[src/sv/adaptive_binary_arith_encoder_assert.svh]
// ----------------------------------------------------------------------------
// adaptive_binary_arith_encoder_assert
// Assertion macros used by the encoder datapath.
// Each macro samples on clk and is disabled while rst_n is low.
// ----------------------------------------------------------------------------
`ifndef ADAPTIVE_BINARY_ARITH_ENCODER_ASSERT_SVH
`define ADAPTIVE_BINARY_ARITH_ENCODER_ASSERT_SVH

// Same-cycle implication.
`define ABAE_ASSERT_NOW(lbl, pre, post) \
    lbl: assert property (@(posedge clk) disable iff (!rst_n) (pre) |-> (post)) \
        else $error("abae check failed");

// Next-cycle implication.
`define ABAE_ASSERT_NEXT(lbl, pre, post) \
    lbl: assert property (@(posedge clk) disable iff (!rst_n) (pre) |=> (post)) \
        else $error("abae check failed");

`endif

[src/sv/abae_pkg.sv]
// ----------------------------------------------------------------------------
// abae_pkg
// Types, constants and the adaptation table of the binary arithmetic encoder.
// ----------------------------------------------------------------------------
package abae_pkg;

    localparam int NUM_CONTEXTS    = 128;
    localparam int CTX_W           = $clog2(NUM_CONTEXTS);
    localparam int MAX_OUTSTANDING = 16;

    localparam logic        OPER_ENCODE = 1'b0;
    localparam logic        OPER_FLUSH  = 1'b1;
    localparam logic [15:0] PROB_INIT   = 16'h8000;
    localparam logic [15:0] RANGE_INIT  = 16'hffff;
    localparam logic [15:0] RENORM_MAX  = 16'h4000;

    localparam logic [15:0] ADAPT_ROM [256] = '{
        16'd0,    16'd2,    16'd5,    16'd8,    16'd11,   16'd15,   16'd20,   16'd24,
        16'd29,   16'd35,   16'd41,   16'd47,   16'd53,   16'd60,   16'd67,   16'd74,
        16'd82,   16'd89,   16'd97,   16'd106,  16'd114,  16'd123,  16'd132,  16'd141,
        16'd150,  16'd160,  16'd170,  16'd180,  16'd190,  16'd201,  16'd211,  16'd222,
        16'd233,  16'd244,  16'd256,  16'd267,  16'd279,  16'd291,  16'd303,  16'd315,
        16'd327,  16'd340,  16'd353,  16'd366,  16'd379,  16'd392,  16'd405,  16'd419,
        16'd433,  16'd447,  16'd461,  16'd475,  16'd489,  16'd504,  16'd518,  16'd533,
        16'd548,  16'd563,  16'd578,  16'd593,  16'd609,  16'd624,  16'd640,  16'd656,
        16'd672,  16'd688,  16'd705,  16'd721,  16'd738,  16'd754,  16'd771,  16'd788,
        16'd805,  16'd822,  16'd840,  16'd857,  16'd875,  16'd892,  16'd910,  16'd928,
        16'd946,  16'd964,  16'd983,  16'd1001, 16'd1020, 16'd1038, 16'd1057, 16'd1076,
        16'd1095, 16'd1114, 16'd1133, 16'd1153, 16'd1172, 16'd1192, 16'd1211, 16'd1231,
        16'd1251, 16'd1271, 16'd1291, 16'd1311, 16'd1332, 16'd1352, 16'd1373, 16'd1393,
        16'd1414, 16'd1435, 16'd1456, 16'd1477, 16'd1498, 16'd1520, 16'd1541, 16'd1562,
        16'd1584, 16'd1606, 16'd1628, 16'd1649, 16'd1671, 16'd1694, 16'd1716, 16'd1738,
        16'd1760, 16'd1783, 16'd1806, 16'd1828, 16'd1851, 16'd1874, 16'd1897, 16'd1920,
        16'd1935, 16'd1942, 16'd1949, 16'd1955, 16'd1961, 16'd1968, 16'd1974, 16'd1980,
        16'd1985, 16'd1991, 16'd1996, 16'd2001, 16'd2006, 16'd2011, 16'd2016, 16'd2021,
        16'd2025, 16'd2029, 16'd2033, 16'd2037, 16'd2040, 16'd2044, 16'd2047, 16'd2050,
        16'd2053, 16'd2056, 16'd2058, 16'd2061, 16'd2063, 16'd2065, 16'd2066, 16'd2068,
        16'd2069, 16'd2070, 16'd2071, 16'd2072, 16'd2072, 16'd2072, 16'd2072, 16'd2072,
        16'd2072, 16'd2071, 16'd2070, 16'd2069, 16'd2068, 16'd2066, 16'd2065, 16'd2063,
        16'd2060, 16'd2058, 16'd2055, 16'd2052, 16'd2049, 16'd2045, 16'd2042, 16'd2038,
        16'd2033, 16'd2029, 16'd2024, 16'd2019, 16'd2013, 16'd2008, 16'd2002, 16'd1996,
        16'd1989, 16'd1982, 16'd1975, 16'd1968, 16'd1960, 16'd1952, 16'd1943, 16'd1934,
        16'd1925, 16'd1916, 16'd1906, 16'd1896, 16'd1885, 16'd1874, 16'd1863, 16'd1851,
        16'd1839, 16'd1827, 16'd1814, 16'd1800, 16'd1786, 16'd1772, 16'd1757, 16'd1742,
        16'd1727, 16'd1710, 16'd1694, 16'd1676, 16'd1659, 16'd1640, 16'd1622, 16'd1602,
        16'd1582, 16'd1561, 16'd1540, 16'd1518, 16'd1495, 16'd1471, 16'd1447, 16'd1422,
        16'd1396, 16'd1369, 16'd1341, 16'd1312, 16'd1282, 16'd1251, 16'd1219, 16'd1186,
        16'd1151, 16'd1114, 16'd1077, 16'd1037, 16'd995,  16'd952,  16'd906,  16'd857,
        16'd805,  16'd750,  16'd690,  16'd625,  16'd553,  16'd471,  16'd376,  16'd255
    };

    typedef enum logic [3:0] {
        ST_IDLE,
        ST_MULT,
        ST_APPLY,
        ST_RENORM,
        ST_REL_HELD,
        ST_REL_RUN,
        ST_SETTLE,
        ST_FL_SEARCH,
        ST_FL_SHIFT,
        ST_FL_B2,
        ST_FL_B1,
        ST_FL_B0,
        ST_FINISH,
        ST_CLEAR
    } state_t;

    typedef enum logic [3:0] {
        OP_NONE,
        OP_LOAD,
        OP_MULT,
        OP_APPLY,
        OP_DOUBLE,
        OP_EMIT_HELD,
        OP_EMIT_RUN,
        OP_SETTLE,
        OP_FL_SEARCH,
        OP_FL_SHIFT,
        OP_FL_CARRY,
        OP_FL_B2,
        OP_FL_B1,
        OP_FL_B0,
        OP_FINISH,
        OP_CLEAR
    } op_t;

    typedef struct packed {
        logic renorm_need;
        logic rel_req;
        logic held_valid;
        logic run_nz;
        logic emit_ok;
        logic search_hit;
        logic shift_lt8;
        logic extra;
    } status_t;

endpackage

[src/sv/abae_in_if.sv]
// ----------------------------------------------------------------------------
// abae_in_if
// Input channel of the encoder: one encode or flush request per word.
// ----------------------------------------------------------------------------
interface abae_in_if;

    logic       valid;
    logic       ready;
    logic       operation;
    logic [6:0] context_req;
    logic       bit_req;

    modport source (output valid, output operation, output context_req, output bit_req,
                    input ready);
    modport sink   (input valid, input operation, input context_req, input bit_req,
                    output ready);

endinterface

[src/sv/abae_out_if.sv]
// ----------------------------------------------------------------------------
// abae_out_if
// Output channel of the encoder: one coded byte per word.
// ----------------------------------------------------------------------------
interface abae_out_if;

    logic       valid;
    logic       ready;
    logic [7:0] out_byte;
    logic       last;
    logic       run_overflow;

    modport source (output valid, output out_byte, output last, output run_overflow,
                    input ready);
    modport sink   (input valid, input out_byte, input last, input run_overflow,
                    output ready);

endinterface

[src/sv/abae_ram.sv]
// ----------------------------------------------------------------------------
// abae_ram
// Generic single-port-write, single-port-read RAM with registered read data.
// ----------------------------------------------------------------------------
module abae_ram #(
    parameter int WIDTH = 16,
    parameter int DEPTH = 128
) (
    input  logic                     clk,
    input  logic                     we,
    input  logic [$clog2(DEPTH)-1:0] waddr,
    input  logic [WIDTH-1:0]         wdata,
    input  logic [$clog2(DEPTH)-1:0] raddr,
    output logic [WIDTH-1:0]         rdata
);

    logic [WIDTH-1:0] mem_reg [DEPTH];
    logic [WIDTH-1:0] rdata_reg;

    always_ff @(posedge clk)
    begin
        if (we)
        begin
            mem_reg[waddr] <= wdata;
        end
        rdata_reg <= mem_reg[raddr];
    end

    assign rdata = rdata_reg;

endmodule

[src/sv/abae_ctrl.sv]
// ----------------------------------------------------------------------------
// abae_ctrl
// Sequencer of the encoder: steps the datapath through split, renormalisation,
// byte release and stream termination.
// ----------------------------------------------------------------------------
module abae_ctrl (
    input  logic              clk,
    input  logic              rst_n,
    input  logic              in_valid,
    input  logic              in_operation,
    output logic              in_ready,
    input  abae_pkg::status_t status,
    output abae_pkg::op_t     op
);

    abae_pkg::state_t state_reg;
    abae_pkg::state_t state_next;
    logic             flush_reg;
    logic             flush_next;

    always_ff @(posedge clk or negedge rst_n)
    begin
        if (!rst_n)
        begin
            state_reg <= abae_pkg::ST_IDLE;
            flush_reg <= 1'b0;
        end
        else
        begin
            state_reg <= state_next;
            flush_reg <= flush_next;
        end
    end

    always_comb
    begin
        state_next = state_reg;
        flush_next = flush_reg;
        op         = abae_pkg::OP_NONE;
        in_ready   = 1'b0;
        case (state_reg)
            abae_pkg::ST_IDLE:
            begin
                in_ready = 1'b1;
                if (in_valid)
                begin
                    op         = abae_pkg::OP_LOAD;
                    flush_next = (in_operation == abae_pkg::OPER_FLUSH);
                    state_next = (in_operation == abae_pkg::OPER_FLUSH) ?
                                 abae_pkg::ST_FL_SEARCH : abae_pkg::ST_MULT;
                end
            end
            abae_pkg::ST_MULT:
            begin
                op         = abae_pkg::OP_MULT;
                state_next = abae_pkg::ST_APPLY;
            end
            abae_pkg::ST_APPLY:
            begin
                op         = abae_pkg::OP_APPLY;
                state_next = abae_pkg::ST_RENORM;
            end
            abae_pkg::ST_RENORM:
            begin
                if (status.rel_req)
                begin
                    state_next = abae_pkg::ST_REL_HELD;
                end
                else if (status.renorm_need)
                begin
                    op = abae_pkg::OP_DOUBLE;
                end
                else
                begin
                    state_next = abae_pkg::ST_FINISH;
                end
            end
            abae_pkg::ST_REL_HELD:
            begin
                if (!status.held_valid)
                begin
                    state_next = abae_pkg::ST_REL_RUN;
                end
                else if (status.emit_ok)
                begin
                    op         = abae_pkg::OP_EMIT_HELD;
                    state_next = abae_pkg::ST_REL_RUN;
                end
            end
            abae_pkg::ST_REL_RUN:
            begin
                if (status.run_nz)
                begin
                    if (status.emit_ok)
                    begin
                        op = abae_pkg::OP_EMIT_RUN;
                    end
                end
                else
                begin
                    state_next = flush_reg ? abae_pkg::ST_FL_B2 : abae_pkg::ST_SETTLE;
                end
            end
            abae_pkg::ST_SETTLE:
            begin
                op         = abae_pkg::OP_SETTLE;
                state_next = abae_pkg::ST_RENORM;
            end
            abae_pkg::ST_FL_SEARCH:
            begin
                op = abae_pkg::OP_FL_SEARCH;
                if (status.search_hit)
                begin
                    state_next = abae_pkg::ST_FL_SHIFT;
                end
            end
            abae_pkg::ST_FL_SHIFT:
            begin
                if (status.shift_lt8)
                begin
                    op = abae_pkg::OP_FL_SHIFT;
                end
                else
                begin
                    op         = abae_pkg::OP_FL_CARRY;
                    state_next = abae_pkg::ST_REL_HELD;
                end
            end
            abae_pkg::ST_FL_B2:
            begin
                if (status.emit_ok)
                begin
                    op         = abae_pkg::OP_FL_B2;
                    state_next = abae_pkg::ST_FL_B1;
                end
            end
            abae_pkg::ST_FL_B1:
            begin
                if (status.emit_ok)
                begin
                    op         = abae_pkg::OP_FL_B1;
                    state_next = abae_pkg::ST_FL_B0;
                end
            end
            abae_pkg::ST_FL_B0:
            begin
                if (!status.extra)
                begin
                    state_next = abae_pkg::ST_FINISH;
                end
                else if (status.emit_ok)
                begin
                    op         = abae_pkg::OP_FL_B0;
                    state_next = abae_pkg::ST_FINISH;
                end
            end
            abae_pkg::ST_FINISH:
            begin
                if (status.emit_ok)
                begin
                    op         = abae_pkg::OP_FINISH;
                    state_next = flush_reg ? abae_pkg::ST_CLEAR : abae_pkg::ST_IDLE;
                end
            end
            abae_pkg::ST_CLEAR:
            begin
                op         = abae_pkg::OP_CLEAR;
                flush_next = 1'b0;
                state_next = abae_pkg::ST_IDLE;
            end
            default:
            begin
                state_next = abae_pkg::ST_IDLE;
            end
        endcase
    end

endmodule

[src/sv/abae_dp.sv]
// ----------------------------------------------------------------------------
// abae_dp
// Datapath of the encoder: interval registers, context store, carry run and
// the output stage that marks the final byte of each request.
// ----------------------------------------------------------------------------
`include "adaptive_binary_arith_encoder_assert.svh"

module abae_dp (
    input  logic                       clk,
    input  logic                       rst_n,
    input  abae_pkg::op_t              op,
    output abae_pkg::status_t          status,
    input  logic [6:0]                 context_req,
    input  logic                       bit_req,
    input  logic                       out_ready,
    output logic                       out_valid,
    output logic [7:0]                 out_byte,
    output logic                       last,
    output logic                       run_overflow
);

    logic [24:0] low_reg, low_next;
    logic [15:0] range_reg, range_next;
    logic [3:0]  shift_reg, shift_next;
    logic [4:0]  outst_reg, outst_next;
    logic [7:0]  held_reg, held_next;
    logic        held_valid_reg, held_valid_next;
    logic        ovf_reg, ovf_next;
    logic        carry_reg, carry_next;
    logic        rel_req_reg, rel_req_next;
    logic        extra_reg, extra_next;
    logic [15:0] mask_reg, mask_next;
    logic [4:0]  cnt_reg, cnt_next;
    logic [abae_pkg::CTX_W-1:0] ctx_reg, ctx_next;
    logic        bit_reg, bit_next;
    logic [15:0] p_reg, p_next;
    logic [15:0] sub_reg, sub_next;
    logic [abae_pkg::NUM_CONTEXTS-1:0] valid_reg, valid_next;
    logic        pend_valid_reg, pend_valid_next;
    logic [7:0]  pend_byte_reg, pend_byte_next;
    logic        out_valid_reg, out_valid_next;
    logic [7:0]  out_byte_reg, out_byte_next;
    logic        out_last_reg, out_last_next;
    logic        out_ovf_reg, out_ovf_next;

    logic [abae_pkg::CTX_W-1:0] ctx_in;
    logic [15:0] ram_rdata;
    logic [15:0] p_sel;
    logic [31:0] prod;
    logic [24:0] lo2;
    logic [15:0] rg2;
    logic [3:0]  sh2;
    logic [25:0] lo_sum;
    logic        straddle;
    logic [16:0] cand;
    logic [24:0] or_val;
    logic        hit;
    logic        emit_ok;
    logic        emit_valid;
    logic [7:0]  emit_byte;
    logic        ram_we;

    // Indexes past the last context fall onto the last context.
    assign ctx_in = (int'(context_req) >= abae_pkg::NUM_CONTEXTS) ?
                    abae_pkg::CTX_W'(abae_pkg::NUM_CONTEXTS - 1) :
                    abae_pkg::CTX_W'(context_req);

    assign ram_we = (op == abae_pkg::OP_APPLY);

    abae_ram #(
        .WIDTH (16),
        .DEPTH (abae_pkg::NUM_CONTEXTS)
    ) u_prob_ram (
        .clk   (clk),
        .we    (ram_we),
        .waddr (ctx_reg),
        .wdata (p_next),
        .raddr (ctx_in),
        .rdata (ram_rdata)
    );

    // A context not written since reset or the last flush reads as one half.
    assign p_sel = valid_reg[ctx_reg] ? ram_rdata : abae_pkg::PROB_INIT;
    assign prod  = range_reg * p_sel;

    assign lo2      = {low_reg[23:0], 1'b0};
    assign rg2      = {range_reg[14:0], 1'b0};
    assign sh2      = shift_reg + 4'd1;
    assign lo_sum   = {1'b0, lo2} + {10'd0, rg2};
    assign straddle = !lo2[24] && (lo_sum[25:24] != 2'd0);

    assign cand   = {mask_reg, 1'b1};
    assign or_val = low_reg | {8'd0, cand};
    assign hit    = (cnt_reg == 5'd16) ||
                    ((range_reg != 16'd0) && (or_val > {9'd0, range_reg - 16'd1}));

    assign emit_ok = !pend_valid_reg || !out_valid_reg || out_ready;

    always_comb
    begin
        emit_valid = 1'b1;
        emit_byte  = 8'd0;
        case (op)
            abae_pkg::OP_EMIT_HELD: emit_byte = held_reg + {7'd0, carry_reg};
            abae_pkg::OP_EMIT_RUN:  emit_byte = carry_reg ? 8'h00 : 8'hff;
            abae_pkg::OP_FL_B2:     emit_byte = low_reg[23:16];
            abae_pkg::OP_FL_B1:     emit_byte = low_reg[15:8];
            abae_pkg::OP_FL_B0:     emit_byte = low_reg[7:0];
            default:                emit_valid = 1'b0;
        endcase
    end

    always_comb
    begin
        low_next        = low_reg;
        range_next      = range_reg;
        shift_next      = shift_reg;
        outst_next      = outst_reg;
        held_next       = held_reg;
        held_valid_next = held_valid_reg;
        ovf_next        = ovf_reg;
        carry_next      = carry_reg;
        rel_req_next    = rel_req_reg;
        extra_next      = extra_reg;
        mask_next       = mask_reg;
        cnt_next        = cnt_reg;
        ctx_next        = ctx_reg;
        bit_next        = bit_reg;
        p_next          = p_reg;
        sub_next        = sub_reg;
        valid_next      = valid_reg;
        pend_valid_next = pend_valid_reg;
        pend_byte_next  = pend_byte_reg;
        out_valid_next  = out_valid_reg;
        out_byte_next   = out_byte_reg;
        out_last_next   = out_last_reg;
        out_ovf_next    = out_ovf_reg;

        if (out_ready)
        begin
            out_valid_next = 1'b0;
        end

        case (op)
            abae_pkg::OP_LOAD:
            begin
                ctx_next   = ctx_in;
                bit_next   = bit_req;
                extra_next = (shift_reg != 4'd0);
                mask_next  = 16'd0;
                cnt_next   = 5'd0;
            end
            abae_pkg::OP_MULT:
            begin
                p_next   = p_sel;
                sub_next = prod[31:16];
            end
            abae_pkg::OP_APPLY:
            begin
                valid_next[ctx_reg] = 1'b1;
                if (bit_reg)
                begin
                    low_next   = low_reg + {9'd0, sub_reg};
                    range_next = range_reg - sub_reg;
                    p_next     = p_reg - abae_pkg::ADAPT_ROM[p_reg[15:8]];
                end
                else
                begin
                    range_next = sub_reg;
                    p_next     = p_reg + abae_pkg::ADAPT_ROM[~p_reg[15:8]];
                end
            end
            abae_pkg::OP_DOUBLE:
            begin
                low_next   = lo2;
                range_next = rg2;
                shift_next = sh2;
                if (sh2 == 4'd8)
                begin
                    if (straddle)
                    begin
                        if (int'(outst_reg) < abae_pkg::MAX_OUTSTANDING)
                        begin
                            outst_next = outst_reg + 5'd1;
                        end
                        else
                        begin
                            ovf_next = 1'b1;
                        end
                        low_next   = {9'd0, lo2[15:0]};
                        shift_next = 4'd0;
                    end
                    else
                    begin
                        // The byte settles; release and the new held byte follow.
                        rel_req_next = 1'b1;
                        carry_next   = lo2[24];
                    end
                end
            end
            abae_pkg::OP_EMIT_RUN:
            begin
                outst_next = outst_reg - 5'd1;
            end
            abae_pkg::OP_SETTLE:
            begin
                held_next       = low_reg[23:16];
                held_valid_next = 1'b1;
                low_next        = {9'd0, low_reg[15:0]};
                shift_next      = 4'd0;
                rel_req_next    = 1'b0;
            end
            abae_pkg::OP_FL_SEARCH:
            begin
                if (hit)
                begin
                    low_next = low_reg | {9'd0, mask_reg};
                end
                else
                begin
                    mask_next = cand[15:0];
                    cnt_next  = cnt_reg + 5'd1;
                end
            end
            abae_pkg::OP_FL_SHIFT:
            begin
                low_next   = {low_reg[23:0], 1'b1};
                shift_next = sh2;
            end
            abae_pkg::OP_FL_CARRY:
            begin
                carry_next = low_reg[24];
            end
            abae_pkg::OP_CLEAR:
            begin
                low_next        = 25'd0;
                range_next      = abae_pkg::RANGE_INIT;
                shift_next      = 4'd0;
                outst_next      = 5'd0;
                held_next       = 8'd0;
                held_valid_next = 1'b0;
                ovf_next        = 1'b0;
                rel_req_next    = 1'b0;
                valid_next      = '0;
            end
            default:
            begin
            end
        endcase

        // The newest byte waits in the pending stage until it is known
        // whether another byte of the same request follows it.
        if (emit_valid)
        begin
            if (pend_valid_reg)
            begin
                out_valid_next = 1'b1;
                out_byte_next  = pend_byte_reg;
                out_last_next  = 1'b0;
                out_ovf_next   = ovf_reg;
            end
            pend_valid_next = 1'b1;
            pend_byte_next  = emit_byte;
        end
        else if ((op == abae_pkg::OP_FINISH) && pend_valid_reg)
        begin
            out_valid_next  = 1'b1;
            out_byte_next   = pend_byte_reg;
            out_last_next   = 1'b1;
            out_ovf_next    = ovf_reg;
            pend_valid_next = 1'b0;
        end
    end

    always_ff @(posedge clk or negedge rst_n)
    begin
        if (!rst_n)
        begin
            low_reg        <= 25'd0;
            range_reg      <= abae_pkg::RANGE_INIT;
            shift_reg      <= 4'd0;
            outst_reg      <= 5'd0;
            held_reg       <= 8'd0;
            held_valid_reg <= 1'b0;
            ovf_reg        <= 1'b0;
            carry_reg      <= 1'b0;
            rel_req_reg    <= 1'b0;
            extra_reg      <= 1'b0;
            mask_reg       <= 16'd0;
            cnt_reg        <= 5'd0;
            valid_reg      <= '0;
            pend_valid_reg <= 1'b0;
            out_valid_reg  <= 1'b0;
        end
        else
        begin
            low_reg        <= low_next;
            range_reg      <= range_next;
            shift_reg      <= shift_next;
            outst_reg      <= outst_next;
            held_reg       <= held_next;
            held_valid_reg <= held_valid_next;
            ovf_reg        <= ovf_next;
            carry_reg      <= carry_next;
            rel_req_reg    <= rel_req_next;
            extra_reg      <= extra_next;
            mask_reg       <= mask_next;
            cnt_reg        <= cnt_next;
            valid_reg      <= valid_next;
            pend_valid_reg <= pend_valid_next;
            out_valid_reg  <= out_valid_next;
        end
    end

    always_ff @(posedge clk)
    begin
        ctx_reg       <= ctx_next;
        bit_reg       <= bit_next;
        p_reg         <= p_next;
        sub_reg       <= sub_next;
        pend_byte_reg <= pend_byte_next;
        out_byte_reg  <= out_byte_next;
        out_last_reg  <= out_last_next;
        out_ovf_reg   <= out_ovf_next;
    end

    assign status.renorm_need = (range_reg != 16'd0) && (range_reg <= abae_pkg::RENORM_MAX);
    assign status.rel_req     = rel_req_reg;
    assign status.held_valid  = held_valid_reg;
    assign status.run_nz      = (outst_reg != 5'd0);
    assign status.emit_ok     = emit_ok;
    assign status.search_hit  = hit;
    assign status.shift_lt8   = (shift_reg < 4'd8);
    assign status.extra       = extra_reg;

    assign out_valid    = out_valid_reg;
    assign out_byte     = out_byte_reg;
    assign last         = out_last_reg;
    assign run_overflow = out_ovf_reg;

    `ABAE_ASSERT_NOW(a_run_bound, 1'b1, int'(outst_reg) <= abae_pkg::MAX_OUTSTANDING)
    `ABAE_ASSERT_NOW(a_release_at_byte, rel_req_reg, shift_reg == 4'd8)
    `ABAE_ASSERT_NEXT(a_clear_restores, op == abae_pkg::OP_CLEAR,
                      (range_reg == abae_pkg::RANGE_INIT) && (valid_reg == '0) && !ovf_reg)
    `ABAE_ASSERT_NOW(a_no_lost_word, emit_valid && pend_valid_reg,
                     !out_valid_reg || out_ready)

endmodule

[src/sv/adaptive_binary_arith_encoder.sv]
// ----------------------------------------------------------------------------
// adaptive_binary_arith_encoder
// Context-adaptive binary arithmetic encoder with carry resolution by a held
// byte and a run of outstanding 0xff bytes.
//
//   channel | dir | word
//   in_ch   | in  | operation, context_req[6:0], bit_req
//   out_ch  | out | out_byte[7:0], last, run_overflow
//
// An encode passes through the split and the apply step and then renormalises one
// doubling at a time (at most 15 doublings); each time a byte settles, the held byte
// and the outstanding run are released before the new held byte is taken.
// A flush runs up to 17 termination search steps, up to 8 shifts and the release of
// the held byte, outstanding run and final bytes; its last state restores the reset state.
// The context probabilities sit in a 128-entry RAM; per-entry valid flags make
// reset and flush clear them at once, so there is no clearing pass.
// Back-pressure on out_ch stalls the sequencer only when both the pending and
// the output word are occupied.
// ----------------------------------------------------------------------------
module adaptive_binary_arith_encoder (
    input  logic        clk,
    input  logic        rst_n,
    abae_in_if.sink     in_ch,
    abae_out_if.source  out_ch
);

    abae_pkg::op_t     op;
    abae_pkg::status_t status;

    abae_ctrl u_ctrl (
        .clk          (clk),
        .rst_n        (rst_n),
        .in_valid     (in_ch.valid),
        .in_operation (in_ch.operation),
        .in_ready     (in_ch.ready),
        .status       (status),
        .op           (op)
    );

    abae_dp u_dp (
        .clk          (clk),
        .rst_n        (rst_n),
        .op           (op),
        .status       (status),
        .context_req  (in_ch.context_req),
        .bit_req      (in_ch.bit_req),
        .out_ready    (out_ch.ready),
        .out_valid    (out_ch.valid),
        .out_byte     (out_ch.out_byte),
        .last         (out_ch.last),
        .run_overflow (out_ch.run_overflow)
    );

endmodule

[src/flat_wrapper.sv]
// flat-port wrapper written by rule: the top's interface ports become plain ports
module adaptive_binary_arith_encoder_flat 
  (clk, rst_n, in_ch_valid, in_ch_operation, in_ch_context_req, in_ch_bit_req, in_ch_ready, out_ch_valid, out_ch_out_byte, out_ch_last, out_ch_run_overflow, out_ch_ready);
  abae_in_if in_ch_i ();
  abae_out_if out_ch_i ();
  input  logic clk;
  input  logic rst_n;
  input wire logic [$bits(in_ch_i.valid)-1:0] in_ch_valid;
  input wire logic [$bits(in_ch_i.operation)-1:0] in_ch_operation;
  input wire logic [$bits(in_ch_i.context_req)-1:0] in_ch_context_req;
  input wire logic [$bits(in_ch_i.bit_req)-1:0] in_ch_bit_req;
  output wire logic [$bits(in_ch_i.ready)-1:0] in_ch_ready;
  output wire logic [$bits(out_ch_i.valid)-1:0] out_ch_valid;
  output wire logic [$bits(out_ch_i.out_byte)-1:0] out_ch_out_byte;
  output wire logic [$bits(out_ch_i.last)-1:0] out_ch_last;
  output wire logic [$bits(out_ch_i.run_overflow)-1:0] out_ch_run_overflow;
  input wire logic [$bits(out_ch_i.ready)-1:0] out_ch_ready;
  assign in_ch_i.valid = in_ch_valid;
  assign in_ch_i.operation = in_ch_operation;
  assign in_ch_i.context_req = in_ch_context_req;
  assign in_ch_i.bit_req = in_ch_bit_req;
  assign in_ch_ready = in_ch_i.ready;
  assign out_ch_valid = out_ch_i.valid;
  assign out_ch_out_byte = out_ch_i.out_byte;
  assign out_ch_last = out_ch_i.last;
  assign out_ch_run_overflow = out_ch_i.run_overflow;
  assign out_ch_i.ready = out_ch_ready;
  adaptive_binary_arith_encoder u_core (.clk(clk), .rst_n(rst_n), .in_ch(in_ch_i), .out_ch(out_ch_i));
endmodule
[config.mk]
export PLATFORM = sky130hd
export DESIGN_NAME = adaptive_binary_arith_encoder_flat
export DESIGN_NICKNAME = d
export VERILOG_FILES = /design/src/sv/abae_pkg.sv /design/src/sv/abae_in_if.sv /design/src/sv/abae_out_if.sv /design/src/sv/abae_ram.sv /design/src/sv/abae_ctrl.sv /design/src/sv/abae_dp.sv /design/src/sv/adaptive_binary_arith_encoder.sv /design/src/flat_wrapper.sv
export VERILOG_INCLUDE_DIRS = /design/src /design/src/sv
export SDC_FILE = /design/constraint.sdc
export NUM_CORES = 2
export LEC_CHECK = 0
export ABC_AREA = 1
export BUFFER_PORTS_ARGS = -buffer_cell sky130_fd_sc_hd__buf_4
export CORE_ASPECT_RATIO = 1.4
export CORE_MARGIN = 4
export CORE_UTILIZATION = 58
export CTS_BUF_LIST = sky130_fd_sc_hd__clkbuf_16
export CTS_CLUSTER_DIAMETER = 30
export CTS_CLUSTER_SIZE = 20
export DETAILED_ROUTE_END_ITERATION = 10
export MAX_ROUTING_LAYER = met4
export PLACE_DENSITY = 0.74
export SKIP_LAST_GASP = 1
export SLEW_MARGIN = 30
export SYNTH_ARGS = -nofsm -noshare
export SYNTH_HDL_FRONTEND = slang
export SYNTH_SLANG_ARGS = --single-unit
[constraint.sdc]
create_clock -name clk -period 43 [get_ports clk]
set_input_delay 12.9 -clock clk [delete_from_list [all_inputs] [get_ports clk]]
set_output_delay 12.9 -clock clk [all_outputs]
set_load 0.02 [all_outputs]
* After elaboration in Yosys (flattened, before gate mapping)
Memories as Yosys holds them, arrays and structs flattened. A register that Yosys moved wholly into a read port is not among the register bits.
Index checks and enable logic that the tools add are counted.
** Word-level totals
- Flip-flop bits (word level) :: 277
- RAM bits :: 2048
- Bits in read-only memories :: 8192
- Input bits :: 13
- Output and inout port bits :: 12
- Logic and storage cells :: 243
- Memories :: 3
** Memories
- (name not given) :: words 256, width 16, rd ports 1, clocked after Yosys merged registers in 0, wr ports 0, line abae_dp.sv:170 : p_next = p_reg + abae_pkg::ADAPT_ROM[~p_reg[15:8]];
- (name not given) :: words 256, width 16, rd ports 1, clocked after Yosys merged registers in 0, wr ports 0, line abae_dp.sv:165 : p_next = p_reg - abae_pkg::ADAPT_ROM[p_reg[15:8]];
- u_core.u_dp.u_prob_ram.mem_reg :: words 128, width 16, rd ports 1, clocked after Yosys merged registers in 1, wr ports 1, line abae_ram.sv:17 : logic [WIDTH-1:0] mem_reg [DEPTH];
** Cells by class
- Add/sub/neg operators :: 11
- Multiply operators :: 1
- Magnitude comparators :: 8
- Equal/unequal tests :: 49
- Muxes and demuxes :: 96
- Bitwise operators :: 7
- Reduce and logical (&&, ||, !) cells :: 42
** Operators by type and width (number)
- $pmux W128 S2 :: 1
- $pmux W25 S6 :: 1
- $mux W16 :: 8
- $or A128 B128 Y128 :: 1
- $mux W25 :: 4
- $mux W4 :: 22
- $pmux W16 S2 :: 2
- $eq A4 B4 Y1 const B :: 15
- $pmux W4 S14 :: 1
- $pmux W16 S3 :: 1
- $pmux W4 S12 :: 1
- $pmux W8 S5 :: 1
- $eq A4 B3 Y1 const B :: 8
- $mul A16 B16 Y32 :: 1
- $mux W8 :: 4
- $ne A2 B2 Y1 const B :: 16
- $sub A16 B16 Y16 :: 2
- $mux W1 :: 27
- $add A25 B16 Y26 :: 1
- $add A25 B16 Y25 :: 1
- $gt A25 B16 Y1 :: 1
- $or A25 B16 Y25 :: 1
- $or A25 B17 Y25 :: 1
- $mux W3 :: 7
- other kinds (44) :: 86

* Longest topological paths before layout
- Depth after elaboration :: 11
- Gate-level depth with buffers :: 41
- Mapped depth without buffers :: 37

* Cells and area by module
From an unflattened synthesis, not the netlist that was laid out.
** Second synthesis, totals
- Cell total of the unflattened synthesis :: 11023
- Area total of the unflattened synthesis :: 112758.1 um^2
** Modules (own cells, without submodules)
- abae_ram :: instances 1, cells each 6793, area an instance 82828.2 um^2
- abae_dp :: instances 1, cells each 4113, area an instance 29284.3 um^2
- abae_ctrl :: instances 1, cells each 117, area an instance 645.6 um^2

* Worst setup path before layout
No wires, ideal clock.
- Path type :: input to register
- Start point :: input out_ch_ready
- End point :: register u_core.u_dp.out_last_reg (netlist: u_core.u_dp.last) (enable)
- Arrival :: 14513 ps
- Setup slack :: 28204 ps
- Cell stages on the path :: 8
- Buffers on the path :: 0
- Path through :: nor3_1 inv_1 nand2_1 nand2_1 nor4_1 inv_1 nor2_1 nor2_1
** On the way
- Cells in the longest elaborated chain, start to end :: 9
- Elaborated cells between the ends (all ways) :: 23
** RTL lines
- from (decl) :: line flat_wrapper.sv:17 : input wire logic [$bits(out_ch_i.ready)-1:0] out_ch_ready;
- $logic_or A1 B1 Y1 (*) :: line abae_dp.sv:97 : assign emit_ok = !pend_valid_reg || !out_valid_reg || out_ready;
- $mux W4 (tied with other cells) :: line abae_ctrl.sv:151 : else if (status.emit_ok)
- $mux W4 (tied with other cells) :: line abae_ctrl.sv:147 : if (!status.extra)
- $pmux W4 S14 (*) :: line abae_ctrl.sv:41 : case (state_reg)
- $eq A4 B3 Y1 / $eq A4 B4 Y1 (equally long branches) :: line abae_dp.sv:103 : case (op)
- $reduce_or A5 Y1 (no source line) (*)
- $mux W1 (*) :: line abae_dp.sv:103
- via u_core.u_dp.emit_valid :: line abae_dp.sv:59 : logic emit_valid;
- $ne A2 B2 Y1 (no source line) / $reduce_bool A2 Y1 (equally long branches)
- $reduce_and A2 Y1 (no source line) (*)
- to (signal assigned) :: line abae_dp.sv:323 : out_last_reg <= out_last_next;
- to (decl) :: line abae_dp.sv:43 : logic out_last_reg, out_last_next;
Mark *: on every way through the listed nets, which the timed path passes. The rest lies on a longest branch.
A chain may end at the register's enable or synchronous reset.

==> results.yml <==
outcome:
  status: "complete, no violations"
power:
  p_switching_mw: 3.40
  p_leak_nw: 46.0
  combPwrFrac: 0.331
  total_power_mw: 9.02
  seqPwrFrac: 0.361
  power.internal_mw: 5.62
  p_per_area_nw_per_um2: 72.5
  sw_frac_of_total: 0.377
  ir_drop_mv: 0.0828
  clkPwrFrac: 0.309
worst_setup_path:
  start_kind: "primary input"
  cpMaxStageDelayCell: "buf_4"
  path_depth: 12
  worstPathCellList: "buf_8 > buf_4 > buf_4 > buf_4 > o21ai_0 > o22ai_1 > o21ai_0 > o22ai_1 > o21ai_0 > o22ai_1 > nand2_1 > nand2_1"
  cp.required_ns: 43.77
  arrival_ns: 18.35
  cp-end-kind: "flop"
  crit_type: "in2reg"
  worst-path-buf-inv: 4
  worst-r2r-cell-count: 35
  max_stage_delay_ns: 0.87
  critPathMaxFanout: 92
  crit_family: "buffers and inverters"
logic_synthesis:
  synth_cell_types: 70
  ys.flop_type: "edfxtp_1"
  synth_warnings: 0
  synth_area_leader_cell: "edfxtp_1"
  ys_ff_latch: 2341
  seq_area_frac_synth: 0.628
  synth_area_leaders: "edfxtp_1 (57%), o21ai_0 (7.1%), nor2_1 (7.0%)"
  syn-instance-count: 10100
  synth_edf_count: 2090
  syn_avg_cell_area_um2: 10.8
  synth_top_area_frac: 0.572
  ys_async_sr_fraction: 0.0935
  netlist_area_um2: 110000
  syn-num-nets: 10600
sta:
  rsz0062_at_grt: "no"
  worst_pin_slew_ns: 1.04
  holdWs_ns: 0.419
  fmax_mhz: 56.9
  setup_tns_ns: 0
  relSlewSlack: 0.306
  hold_viol_final: 0
  fin_crit_sh: 0.409
  skew_ns: 0.0511
  final.setup.worst_slack_ns: 25.42
  setup_violations: 0
  drv_slew: 0
  min_period_ns: 17.58
floorplan:
  coreArea_um2: 188000
  die_h_um: 523
  ios: 25
  initial_core_util: 0.584
  die_area_um2: 196000
  fp.dieW_um: 376
  rows: 188
layout:
  final.fill_count: 13600
  fin_util: 0.663
  register_area_um2: 68900
  multiInputGateArea_um2: 35900
  fin_nets: 10600
  largest_register_ffs: 2048
  stdcell_area_um2: 124000
  mostFrequentLayoutCells: "edfxtp_1 (2090), nor2_1 (2029), o21ai_0 (1547), nand2_1 (861), o22ai_1 (688)"
  final_common_cell: "edfxtp_1"
  final_cells: 12900
  area_delta_synth_final_pct: 13.5
  drive_gt1_frac: 0.0954
detailed_routing:
  avgViaCountPerCell: 6.48
  drtIter0Drc: 11100
  dr_total_vias: 83700
  drtAntennaViolNets: 0
  drt_first_pass_iters: 9
  routedWlPerCell_um: 26.9
  totalWireLength_mm: 348
  drc: 0
hold_path:
  hold_path.class: "reg2reg"
  whs_path_depth: 0
clock_tree:
  ctsHoldBuffers: 0
  clockBufferDepth: 4
  cts.sink_count: 2341
  cts_resized: 0
  cts_root_buf: "clkbuf_16"
  clkTransAtPathRegs_ns: 0.06
  post_cts_buffers: 0
  clk_latency_ns: 0.87
  cts_tree: "built"
  h-tree-depth: 5
  numCtsBuffers: 351
grt:
  grt_pass1_wl_mm: 514
  grt_pass1_vias: 81700
  grt_overflow: 0
  grt_use_total: 0.359
  antenna_found_initial: 14
  grt_start_max_net_pins: 215
placed_design:
  place_congestion: 0.969
  dp_cells: 12300
  port_buffers: 24
  dpl_worst_slack_ns: 24.82
  dp_hpwl_mm: 210
  post_dp_cell_area_um2: 113000
flow_run:
  cap_violations: 0
==> worst reg2reg max path, delay by kind of cell, from the launching register on <==
kind / cells / cell delay [ns]
adders and majority gates: 7 / 3.33
buffers and inverters: 8 / 2.12
DFF: 1 / 0.62
and+or+nand+nor: 17 / 3.05
AOI/OAI and AO/OA: 3 / 0.92
==> power by group through the flow <==
stage	combinational (mW)	clock, mW	sequential (mW)
detailed placement	2.92	0	3.29
finish	2.98	2.78	3.25
floorplan	1.83	0	3.36
global placement	2.89	0	3.29
global route	3.26	2.91	3.26
CTS	2.94	2.80	3.25
==> per-layer routing <==
layer	wire (um)	track usage	part of all wire
met1	122000	0.425	0.35
met2	170000	0.585	0.49
met3	32700	0.0582	0.094
met4	23500	0.215	0.068
met5	0	-	0
==> cell type report <==
class / count / area share
inverters: 687 / 0.0209
flip-flops and latches: 2341 / 0.554
repair buffers: 285 / 0.0183
clock inverters: 285 / 0.0222
diodes: 11 / 0.000221
multi-input cells: 6496 / 0.289
well taps: 2470 / 0.0248
clock buffers: 354 / 0.0712
==> logic make-up after synthesis <==
logic type / count (synthesis) / synth area share
fa+ha+maj: 425 / 0.0620
xor+xnor: 65 / 0.00526
compound gates: 2741 / 0.141
simple gates: 3264 / 0.118
flops: 2341 / 0.628
buf+inv: 1289 / 0.0457
mux: 1 / 0.000103
==> path summary, 6_finish.rpt <==
check,start,end,slack [ns]
max,in_ch_context_req[0],u_core.u_dp.u_prob_ram.rdata[4],25.42
max reg2reg,u_core.u_dp.ctx_reg[0],u_core.u_dp.sub_reg[11],32.70
max in group asynchronous,rst_n,u_core.u_dp.valid_reg[123],29.01
min reg2reg,u_core.u_dp.pend_byte_reg[2],u_core.u_dp.out_byte[2],0.42
min in group asynchronous,rst_n,u_core.u_dp.low_reg[19],12.11
min,u_core.u_dp.pend_byte_reg[2],u_core.u_dp.out_byte[2],0.42
==> synthesized netlist by cell type, drive strengths merged, types with 12 or more instances <==
cell type and number:
edfxtp 2090, nor2 2049, o21ai 1563, nand2 875
o22ai 688, inv 671, clkbuf 496, nand3 232
ha 228, dfrtp 203, fa 197, a21oi 185
buf 106, o21a 62, xor2 52, nor3 50
o211ai 41, o221ai 35, dfxtp 32, a31oi 31
or2 27, o32ai 23, nand4 21, o31ai 20
clkinv 16, dfstp 16, o311ai 13, xnor2 13
a221oi 12, a22oi 12
(Power assumes the default switching activity.)
